File: src/rtl/core/srfc_pkg.sv
// Package: types, constants and the CRC-16 byte update for the reply frame checker.
`timescale 1ns / 1ps

package srfc_pkg;

  // Field widths
  localparam int BYTE_W    = 8;
  localparam int READING_W = 32;
  localparam int STATUS_W  = 2;
  localparam int POS_W     = 3;
  localparam int CRC_W     = 16;
  localparam int CFG_IDX_W = 2;

  // CRC-16, Modbus form (reflected)
  localparam logic [CRC_W-1:0] CRC_INIT = 16'hFFFF;
  localparam logic [CRC_W-1:0] CRC_POLY = 16'hA001;

  // Frame positions
  localparam logic [POS_W-1:0] POS_FUNCTION = 3'd0;
  localparam logic [POS_W-1:0] POS_LENGTH   = 3'd1;
  localparam logic [POS_W-1:0] CRC_LEN      = 3'd6;
  localparam logic [POS_W-1:0] POS_CRC_LOW  = 3'd6;
  localparam logic [POS_W-1:0] POS_CRC_HIGH = 3'd7;

  // Configuration register indexes and reset values
  localparam logic [CFG_IDX_W-1:0] REG_EXPECTED_FUNCTION = 2'd0;
  localparam logic [CFG_IDX_W-1:0] REG_EXPECTED_LENGTH   = 2'd1;
  localparam logic [BYTE_W-1:0]    RESET_FUNCTION        = 8'h03;
  localparam logic [BYTE_W-1:0]    RESET_LENGTH          = 8'h04;

  typedef enum logic [STATUS_W-1:0] {
    STATUS_OK     = 2'd0,
    STATUS_HEADER = 2'd1,
    STATUS_CRC    = 2'd2
  } status_t;

  typedef struct packed {
    logic [BYTE_W-1:0] expected_function;
    logic [BYTE_W-1:0] expected_length;
  } cfg_t;

  typedef struct packed {
    logic [READING_W-1:0] reading;
    status_t              status;
  } result_t;

  // One byte through the reflected CRC, eight bit steps unrolled
  function automatic logic [CRC_W-1:0] crc16_byte(input logic [CRC_W-1:0] c_in,
                                                  input logic [BYTE_W-1:0] b);
    logic [CRC_W-1:0] c;
    c = c_in ^ {{(CRC_W-BYTE_W){1'b0}}, b};
    for (int k = 0; k < BYTE_W; k++) begin
      c = c[0] ? ((c >> 1) ^ CRC_POLY) : (c >> 1);
    end
    return c;
  endfunction

endpackage

File: src/rtl/core/srfc_frame.sv
// Frame tracker: byte position, running CRC, header flag, payload and the frame verdict.
`timescale 1ns / 1ps

module srfc_frame import srfc_pkg::*; (
  input  logic              clk,
  input  logic              rst,
  input  logic              step,         // consume the presented byte this cycle
  input  logic [BYTE_W-1:0] reply_byte,
  input  logic              frame_start,
  input  cfg_t              cfg_values,
  output logic              frame_done,   // presented byte closes a frame
  output result_t           result
);

  logic [POS_W-1:0]     byte_position, byte_position_next;
  logic [CRC_W-1:0]     crc_register, crc_register_next;
  logic                 header_good, header_good_next;
  logic [READING_W-1:0] payload_shift, payload_shift_next;
  logic [BYTE_W-1:0]    crc_low_byte, crc_low_byte_next;

  logic [POS_W-1:0]     pos_eff;
  logic [CRC_W-1:0]     crc_eff;
  logic                 header_eff;
  logic [READING_W-1:0] payload_eff;
  logic [BYTE_W-1:0]    crc_low_eff;
  logic [CRC_W-1:0]     crc_updated;
  logic [CRC_W-1:0]     crc_received;

  // A start flag makes this byte the first of a fresh frame
  always_comb begin
    if (frame_start) begin
      pos_eff     = POS_FUNCTION;
      crc_eff     = CRC_INIT;
      header_eff  = 1'b1;
      payload_eff = '0;
      crc_low_eff = '0;
    end else begin
      pos_eff     = byte_position;
      crc_eff     = crc_register;
      header_eff  = header_good;
      payload_eff = payload_shift;
      crc_low_eff = crc_low_byte;
    end
  end

  assign crc_updated  = crc16_byte(crc_eff, reply_byte);
  assign crc_received = {reply_byte, crc_low_eff};
  assign frame_done   = (pos_eff == POS_CRC_HIGH);

  // Verdict: header mismatch wins over CRC mismatch; reading only when good
  always_comb begin
    result.reading = '0;
    if (!header_eff) begin
      result.status = STATUS_HEADER;
    end else if (crc_received != crc_eff) begin
      result.status = STATUS_CRC;
    end else begin
      result.status  = STATUS_OK;
      result.reading = payload_eff;
    end
  end

  // Next frame state
  always_comb begin
    byte_position_next = pos_eff + 3'd1;
    crc_register_next  = crc_eff;
    header_good_next   = header_eff;
    payload_shift_next = payload_eff;
    crc_low_byte_next  = crc_low_eff;

    if (pos_eff < CRC_LEN) begin
      crc_register_next = crc_updated;
    end

    if (pos_eff == POS_FUNCTION) begin
      header_good_next = header_eff & (reply_byte == cfg_values.expected_function);
    end else if (pos_eff == POS_LENGTH) begin
      header_good_next = header_eff & (reply_byte == cfg_values.expected_length);
    end else if (pos_eff < CRC_LEN) begin
      payload_shift_next = {payload_eff[READING_W-BYTE_W-1:0], reply_byte};
    end else if (pos_eff == POS_CRC_LOW) begin
      crc_low_byte_next = reply_byte;
    end else begin
      // Last byte: frame restarts
      byte_position_next = POS_FUNCTION;
      crc_register_next  = CRC_INIT;
      header_good_next   = 1'b1;
      payload_shift_next = '0;
      crc_low_byte_next  = '0;
    end
  end

  always_ff @(posedge clk) begin
    if (rst) begin
      byte_position <= POS_FUNCTION;
      crc_register  <= CRC_INIT;
      header_good   <= 1'b1;
      payload_shift <= '0;
      crc_low_byte  <= '0;
    end else if (step) begin
      byte_position <= byte_position_next;
      crc_register  <= crc_register_next;
      header_good   <= header_good_next;
      payload_shift <= payload_shift_next;
      crc_low_byte  <= crc_low_byte_next;
    end
  end

endmodule

File: config.mk
export PLATFORM = sky130hd
export DESIGN_NAME = srfc_frame
export DESIGN_NICKNAME = d
export VERILOG_FILES = /design/src/rtl/core/srfc_pkg.sv /design/src/rtl/core/srfc_frame.sv
export SDC_FILE = /design/constraint.sdc
export NUM_CORES = 1
export LEC_CHECK = 0
export ABC_AREA = 1
export BUFFER_PORTS_ARGS = -buffer_cell sky130_fd_sc_hd__buf_2
export CAP_MARGIN = 20
export CORE_UTILIZATION = 45
export DETAILED_ROUTE_END_ITERATION = 7
export PLACE_DENSITY = 0.68
export SLEW_MARGIN = 20
export SYNTH_ARGS = -nofsm -noshare
export SYNTH_HDL_FRONTEND = slang
export SYNTH_SLANG_ARGS = --single-unit
File: constraint.sdc
create_clock -name clk -period 2.4 [get_ports clk]
set_clock_uncertainty 0.15 [all_clocks]
set_input_delay 0.12 -clock clk [delete_from_list [all_inputs] [get_ports clk]]
set_output_delay 0.12 -clock clk [all_outputs]
set_load 0.05 [all_outputs]
==> results of run 1 <==
[power groups by stage]
| stage | combinational [mW] | clock (mW) | sequential, mW |
|---|---|---|---|
| 2_1_floorplan | 0.363 | 0 | 1.10 |
| 3_3_place_gp | 0.484 | 0 | 1.11 |
| 3_5_place_dp | 0.493 | 0 | 1.11 |
| 4_1_cts | 0.523 | 1.03 | 1.09 |
| 5_1_grt | 0.597 | 1.08 | 1.10 |
| 6_report | 0.545 | 1.02 | 1.10 |
[layout by cell type (no fill, tap or decap), types with 2 or more instances in the layout]
| master | netlist | routed |
|---|---|---|
| xor2_1 | 6 | 6 |
| o221ai_1 | 36 | 36 |
| buf_12 | 0 | 3 |
| buf_2 | 8 | 30 |
| inv_1 | 76 | 76 |
| o211ai_1 | 40 | 40 |
| nor2_4 | 2 | 39 |
| dfxtp_2 | 0 | 2 |
| a22oi_1 | 4 | 4 |
| or2_2 | 7 | 6 |
| buf_4 | 0 | 22 |
| nand2_1 | 137 | 135 |
| ha_1 | 5 | 5 |
| nor2_1 | 40 | 21 |
| nor3_1 | 2 | 2 |
| a21oi_1 | 23 | 23 |
| nand3_1 | 25 | 25 |
| o22ai_1 | 7 | 7 |
| nand4_1 | 3 | 3 |
| bufinv_16 | 0 | 2 |
| buf_16 | 0 | 2 |
| a221oi_2 | 0 | 2 |
| nor4_1 | 2 | 2 |
| nor2_2 | 22 | 4 |
| dlygate4sd3_1 | 0 | 5 |
| o21ai_0 | 16 | 16 |
| clkinvlp_4 | 0 | 2 |
| buf_6 | 7 | 20 |
| buf_8 | 0 | 12 |
| nand2_2 | 1 | 3 |
| inv_2 | 2 | 2 |
| xnor2_1 | 11 | 11 |
| clkbuf_8 | 0 | 9 |
| a31oi_1 | 2 | 2 |
| dfxtp_1 | 60 | 57 |
[per-stage QoR]
step | cell area, sq um | power [mW]
final | 5270 | 2.67
after detailed placement | 4320 | 1.61
after CTS | 5070 | 2.65
after global placement | 4320 | 1.60
after floorplan | 3930 | 1.47
after global routing | 5270 | 2.79
[area by class of cell]
cell class	count	area share, %
tap	105	2.49
multi-input combinational	399	47.6
inverter	78	5.56
clock buffer	10	2.42
clock inverter	6	1.69
sequential	60	22.9
timing repair buffer	95	17.3
[worst min-delay path, stage by stage]
cell     delay (ns)
buf_2          0.17
nand3_1        0.13
a21oi_1        0.07
[worst paths after layout]
check	startpoint	to	cells past startpoint
setup / recovery	crc_register[6]	result[19]	9
hold / removal	reply_byte[5]	crc_low_byte[5]	3
setup reg to reg	byte_position[1]	crc_low_byte[3]	10
hold reg to reg	crc_register[12]	crc_register[12]	2
[kinds of logic (layout without fill, tap and decap cells)]
family                   count (synthesis)  after routing  share of synthesized area (%)
buffers and inverters                  117            189                           12.8
adder cells (fa/ha/maj)                  5              5                           1.59
flip-flops                              60             60                           30.6
AO/OA/AOI/OAI                          133            133                           23.9
XOR/XNOR                                17             17                           3.79
AND/OR/NAND/NOR                        244            244                           27.3
[repair_timing]
| item | in CTS | in global routing |
|---|---|---|
| gates cloned | 2 | 1 |
| endpoints found under the setup margin | 32 | 34 |
| gates resized for setup | 109 | 38 |
| pin swaps | 6 | 5 |
| hold buffers | 4 | 1 |
| hold endpoints to repair | 4 | 1 |
| buffers inserted | 7 | 1 |
[flip-flops by register name, summed over array words and instances (netlist names)]
register / count
byte_position: 3
crc_low_byte: 8
crc_register: 16
header_good: 1
payload_shift: 32
[routing by layer]
metal  vias up  routed length (um)  part of all wire [%]
met1      2074                5460                    42
met3        35                1180                   9.0
met4         0                 357                   2.7
met5         -                   0                     0
met2       247                6080                    46
li1       2085                   -                     -
==> impl_metrics.env, run 1 <==
export IMPL_run_status="finished with violations"
export IMPL_violations="negative setup slack"
export IMPL_power_frac_clock_pct=38.4
export IMPL_grt_max_degree=67
export IMPL_synth_area_leader_cell="dfxtp_1"
export IMPL_fp_dieW_um=95.4
export IMPL_hold_viol_final=0
export IMPL_switching_power_mw=0.836
export IMPL_slew_viol_final=0
export IMPL_worst_slack_ns=-0.176
export IMPL_holdWs_ns=0.0423
export IMPL_path_clk_slew_ns=0.07
export IMPL_gr_usage_met1_pct=40.2
export IMPL_grt_util_met3_pct=4.39
export IMPL_root_buffer="clkbuf_8"
export IMPL_maxCapViolCount=0
export IMPL_fin_crit_ns=2.58
export IMPL_setup_viol=32
export IMPL_slowest_delay_ns=0.33
export IMPL_required_ns=2.13
export IMPL_crit_path_max_fanout=8
export IMPL_reg2reg_slack_ns=0.14
export IMPL_powerDensity_nw_per_um2=506
export IMPL_ys_warn_count=0
export IMPL_dp_cells=721
export IMPL_drc_errors=0
export IMPL_dieArea_sq_um=9100
export IMPL_grt_use_total_pct=29.4
export IMPL_synthTopCellsByCount="137 x nand2_1, 76 x inv_1, 60 x dfxtp_1"
export IMPL_cp_cell_sequence="nor2_4 -> xnor2_1 -> nand4_1 -> nor4_4 -> buf_4 -> nand3_4 -> clkbuf_16 -> nor2_4 -> buf_6"
export IMPL_arrival_ns=2.31
export IMPL_area_delta_synth_final_pct=34.2
export IMPL_fin_crit_sh_pct=107
export IMPL_multiInputGateArea_sq_um=2510
export IMPL_gr_total_overflow=0
export IMPL_fin_util_pct=63.2
export IMPL_grt_pass1_wl_um=20200
export IMPL_dr_total_vias=4441
export IMPL_gp_congestion=0.975
export IMPL_critPathLaunchType="flop"
export IMPL_initialDrtViolationCount=458
export IMPL_placeableCoreArea_sq_um=8340
export IMPL_synth_edf_count=0
export IMPL_rsz0062_at_grt="true"
export IMPL_fillers=735
export IMPL_grt_util_met2_pct=46.1
export IMPL_cpMostUsedCell="nor2_4"
export IMPL_ys_async_sr_fraction_pct=0
export IMPL_port_buffers=62
export IMPL_yosys_most_used_dff="dfxtp_1"
export IMPL_drt_pass1_iterations=5
export IMPL_synthCells=576
export IMPL_grt_antenna_before_repair=0
export IMPL_worst_setup_path_type="reg -> out"
export IMPL_instances_no_fill=753
export IMPL_tritoncts="done"
export IMPL_initial_utilization_pct=47.1
export IMPL_busiest_layer="met2"
export IMPL_synth_cell_types=34
export IMPL_synth_nets=609
export IMPL_cts_buffer_depth=2
export IMPL_ys_seq_area_share_pct=30.6
export IMPL_nets=676
export IMPL_setup_tns_ns=-4.46
export IMPL_sw_frac_of_total_pct=31.3
export IMPL_power_frac_comb_pct=20.4
export IMPL_die_h_um=95.4
export IMPL_critPathBufInv=3
export IMPL_dpl_hpwl_um=8280
export IMPL_ys_ff_latch=60
export IMPL_postRouteAntennaNets=0
export IMPL_fmaxAchievable_mhz=388
export IMPL_intPower_mw=1.83
export IMPL_rows=33
export IMPL_syn_area_per_cell_sq_um=6.81
export IMPL_grt_pass1_vias=3962
export IMPL_cts_sinks=60
export IMPL_worst_setup_path_end_kind="output pin"
export IMPL_worstMarginPinSlew_ns=0.676
export IMPL_power_frac_seq_pct=41.2
export IMPL_htreeDepth=3
export IMPL_leakage_nw=2.32
export IMPL_avgViaCountPerCell=5.90
export IMPL_wl_um=13100
export IMPL_slew_headroom_pct=54.5
export IMPL_seqCellArea_sq_um=1210
export IMPL_clk_latency_ns=0.35
export IMPL_syn_cell_area_sq_um=3930
export IMPL_hp_class="in -> reg"
export IMPL_pre_cts_ws_ns=0.0672
export IMPL_cts_buffers=9
export IMPL_layout_drive_gt1_share_pct=25.9
export IMPL_wire_per_inst_um=17.4
export IMPL_synthTopCellsByArea="dfxtp_1 31%, nand2_1 13%, o221ai_1 8.0%, o211ai_1 7.7%, inv_1 7.3%"
export IMPL_ios=63
export IMPL_synth_top_cell_area_share_pct=30.6
export IMPL_slowest_stage="dfxtp_1"
export IMPL_ir_drop_uv=329
export IMPL_synth_most_common_cell="nand2_1"
export IMPL_crit_family="simple AND/OR/NAND/NOR gates"
export IMPL_antenna_cells=0
Power figures use the tool's default switching activity.
==> run 2, diff against run 1 <==
==> constraint.sdc (replaced) <==
create_clock -name clk -period 2.4 [get_ports clk]
set_clock_uncertainty 0.15 [all_clocks]
set_input_delay 0.48 -clock clk [delete_from_list [all_inputs] [get_ports clk]]
set_output_delay 0.48 -clock clk [all_outputs]
set_load 0.05 [all_outputs]
==> impl_metrics.env, run 2 (synthesis results as in run 1) <==
export IMPL_powerDensity_nw_per_um2=491
export IMPL_sw_frac_of_total_pct=29.8
export IMPL_seqCellArea_sq_um=1200
export IMPL_largest_reg_flops=32
export IMPL_multiInputGateArea_sq_um=2510
export IMPL_grt_use_total_pct=31.0
export IMPL_path_clk_slew_ns=0.07
export IMPL_top_register="payload_shift"
export IMPL_slew_headroom_pct=68.5
export IMPL_fp_dieW_um=95.4
export IMPL_power_frac_clock_pct=39.3
export IMPL_grt_pass1_wl_um=21200
export IMPL_placeableCoreArea_sq_um=8340
export IMPL_arrival_ns=2.31
export IMPL_wire_per_inst_um=16.5
export IMPL_root_buffer="clkbuf_8"
export IMPL_fillers=672
export IMPL_final_common_cell="nand2_1"
export IMPL_dpl_hpwl_um=9270
export IMPL_clk_latency_ns=0.35
export IMPL_die_h_um=95.4
export IMPL_avgViaCountPerCell=5.56
export IMPL_rows=33
export IMPL_cts_buffers=9
export IMPL_grt_pass1_vias=4235
export IMPL_leakage_nw=2.68
export IMPL_setup_viol=33
export IMPL_crit_path_max_fanout=8
export IMPL_reg_top3="payload_shift x32, crc_register x16, crc_low_byte x8"
export IMPL_run_status="finished with violations"
export IMPL_gp_congestion=0.921
export IMPL_required_ns=1.77
export IMPL_worst_slack_ns=-0.543
export IMPL_intPower_mw=2.03
export IMPL_ios=63
export IMPL_power_frac_seq_pct=37.9
export IMPL_fmaxAchievable_mhz=340
export IMPL_hp_class="reg -> reg"
export IMPL_wl_um=13600
export IMPL_worst_setup_path_end_kind="output pin"
export IMPL_worst_setup_path_type="in -> out"
export IMPL_ir_drop_uv=339
export IMPL_dieArea_sq_um=9100
export IMPL_nets=746
export IMPL_port_buffers=62
export IMPL_violations="negative setup slack"
export IMPL_power_frac_comb_pct=22.9
export IMPL_slowest_stage="nor4_2"
export IMPL_grt_max_degree=84
export IMPL_holdWs_ns=0.327
export IMPL_gr_total_overflow=0
export IMPL_cts_sinks=60
export IMPL_slew_viol_final=0
export IMPL_area_delta_synth_final_pct=50.3
export IMPL_fin_crit_sh_pct=123
export IMPL_grt_antenna_before_repair=0
export IMPL_critPathLaunchType="input pin"
export IMPL_drt_pass1_iterations=5
export IMPL_slowest_delay_ns=0.32
export IMPL_hold_viol_final=0
export IMPL_rsz0062_at_grt="true"
export IMPL_worstMarginPinSlew_ns=0.467
export IMPL_layout_drive_gt1_share_pct=34.3
export IMPL_cts_buffer_depth=2
export IMPL_fin_crit_ns=2.94
export IMPL_drc_errors=0
export IMPL_initialDrtViolationCount=402
export IMPL_mostFrequentLayoutCells="134 x nand2_1, 92 x buf_4, 76 x inv_1"
export IMPL_cpMostUsedCell="buf_12"
export IMPL_maxCapViolCount=0
export IMPL_cp_cell_sequence="buf_12 -> buf_16 -> or2_4 -> nand2_2 -> o2111ai_2 -> nor4_2 -> buf_4 -> nand3_4 -> buf_12 -> nor2_4 -> buf_8"
export IMPL_dr_total_vias=4575
export IMPL_initial_utilization_pct=47.1
export IMPL_htreeDepth=3
export IMPL_postRouteAntennaNets=0
export IMPL_tritoncts="done"
export IMPL_switching_power_mw=0.863
export IMPL_antenna_cells=0
export IMPL_fin_util_pct=70.7
## run 2: power by group through the flow
stage               clock network [mW]  registers (mW)  logic, mW
floorplan                            0            1.11      0.379
global placement                     0            1.11      0.615
detailed placement                   0            1.12      0.625
CTS                               1.14            1.09      0.645
global route                      1.20            1.10      0.728
finish                            1.14            1.10      0.662
## run 2: critical path, delay by kind of cell
family | cells | cell delay, ns
compound gates | 1 | 0.11
buf+inv | 5 | 0.80
simple gates | 5 | 0.91
## run 2: path summary, 6_finish.rpt
check,start,end,slack [ns],cells past startpoint
worst max-delay path,frame_start,result[12],-0.54,11
worst min-delay path,crc_register[0],crc_register[0],0.33,2
worst max register to register,crc_register[6],crc_register[0],0.40,13
worst min register to register,crc_register[0],crc_register[0],0.33,2
## run 2: what timing repair did
| action | CTS | global route |
|---|---|---|
| gates cloned | 2 | 1 |
| endpoints found under the setup margin | 34 | 34 |
| setup buffers | 2 | 2 |
| resized for setup | 82 | 24 |
| pin swaps | 3 | 4 |
| hold buffers | 0 | 0 |
## run 2: area by class of cell
cell class	count	share of cell area [%]
timing repair buffer	165	25.7
inverter	78	5.00
tap	105	2.23
clock buffer	10	2.16
multi-input combinational	399	42.6
clock inverter	6	1.91
sequential	60	20.4
## run 2: per-stage QoR
step / instance area [sq um] / std cells / total power [mW] / worst slack, ns / TNS, ns
2_1_floorplan: 4160 / 576 / 1.49 / -0.275 / -8.73
3_3_place_gp: 5200 / 800 / 1.73 / -0.640 / -26.18
3_5_place_dp: 5200 / 800 / 1.74 / -0.657 / -28.21
4_1_cts: 5770 / 820 / 2.87 / -0.519 / -14.71
5_1_grt: 5900 / 823 / 3.03 / -0.584 / -18.18
6_report: 5900 / 823 / 2.90 / -0.543 / -16.55
## run 2: metal layers
layer | track usage (%) | part of all wire [%] | vias up
met2 | 50.2 | 46 | 205
met5 | 0 | 0 | -
met4 | 9.95 | 1.5 | 0
met1 | 42.2 | 45 | 2139
li1 | - | - | 2213
met3 | 4.78 | 8.1 | 18
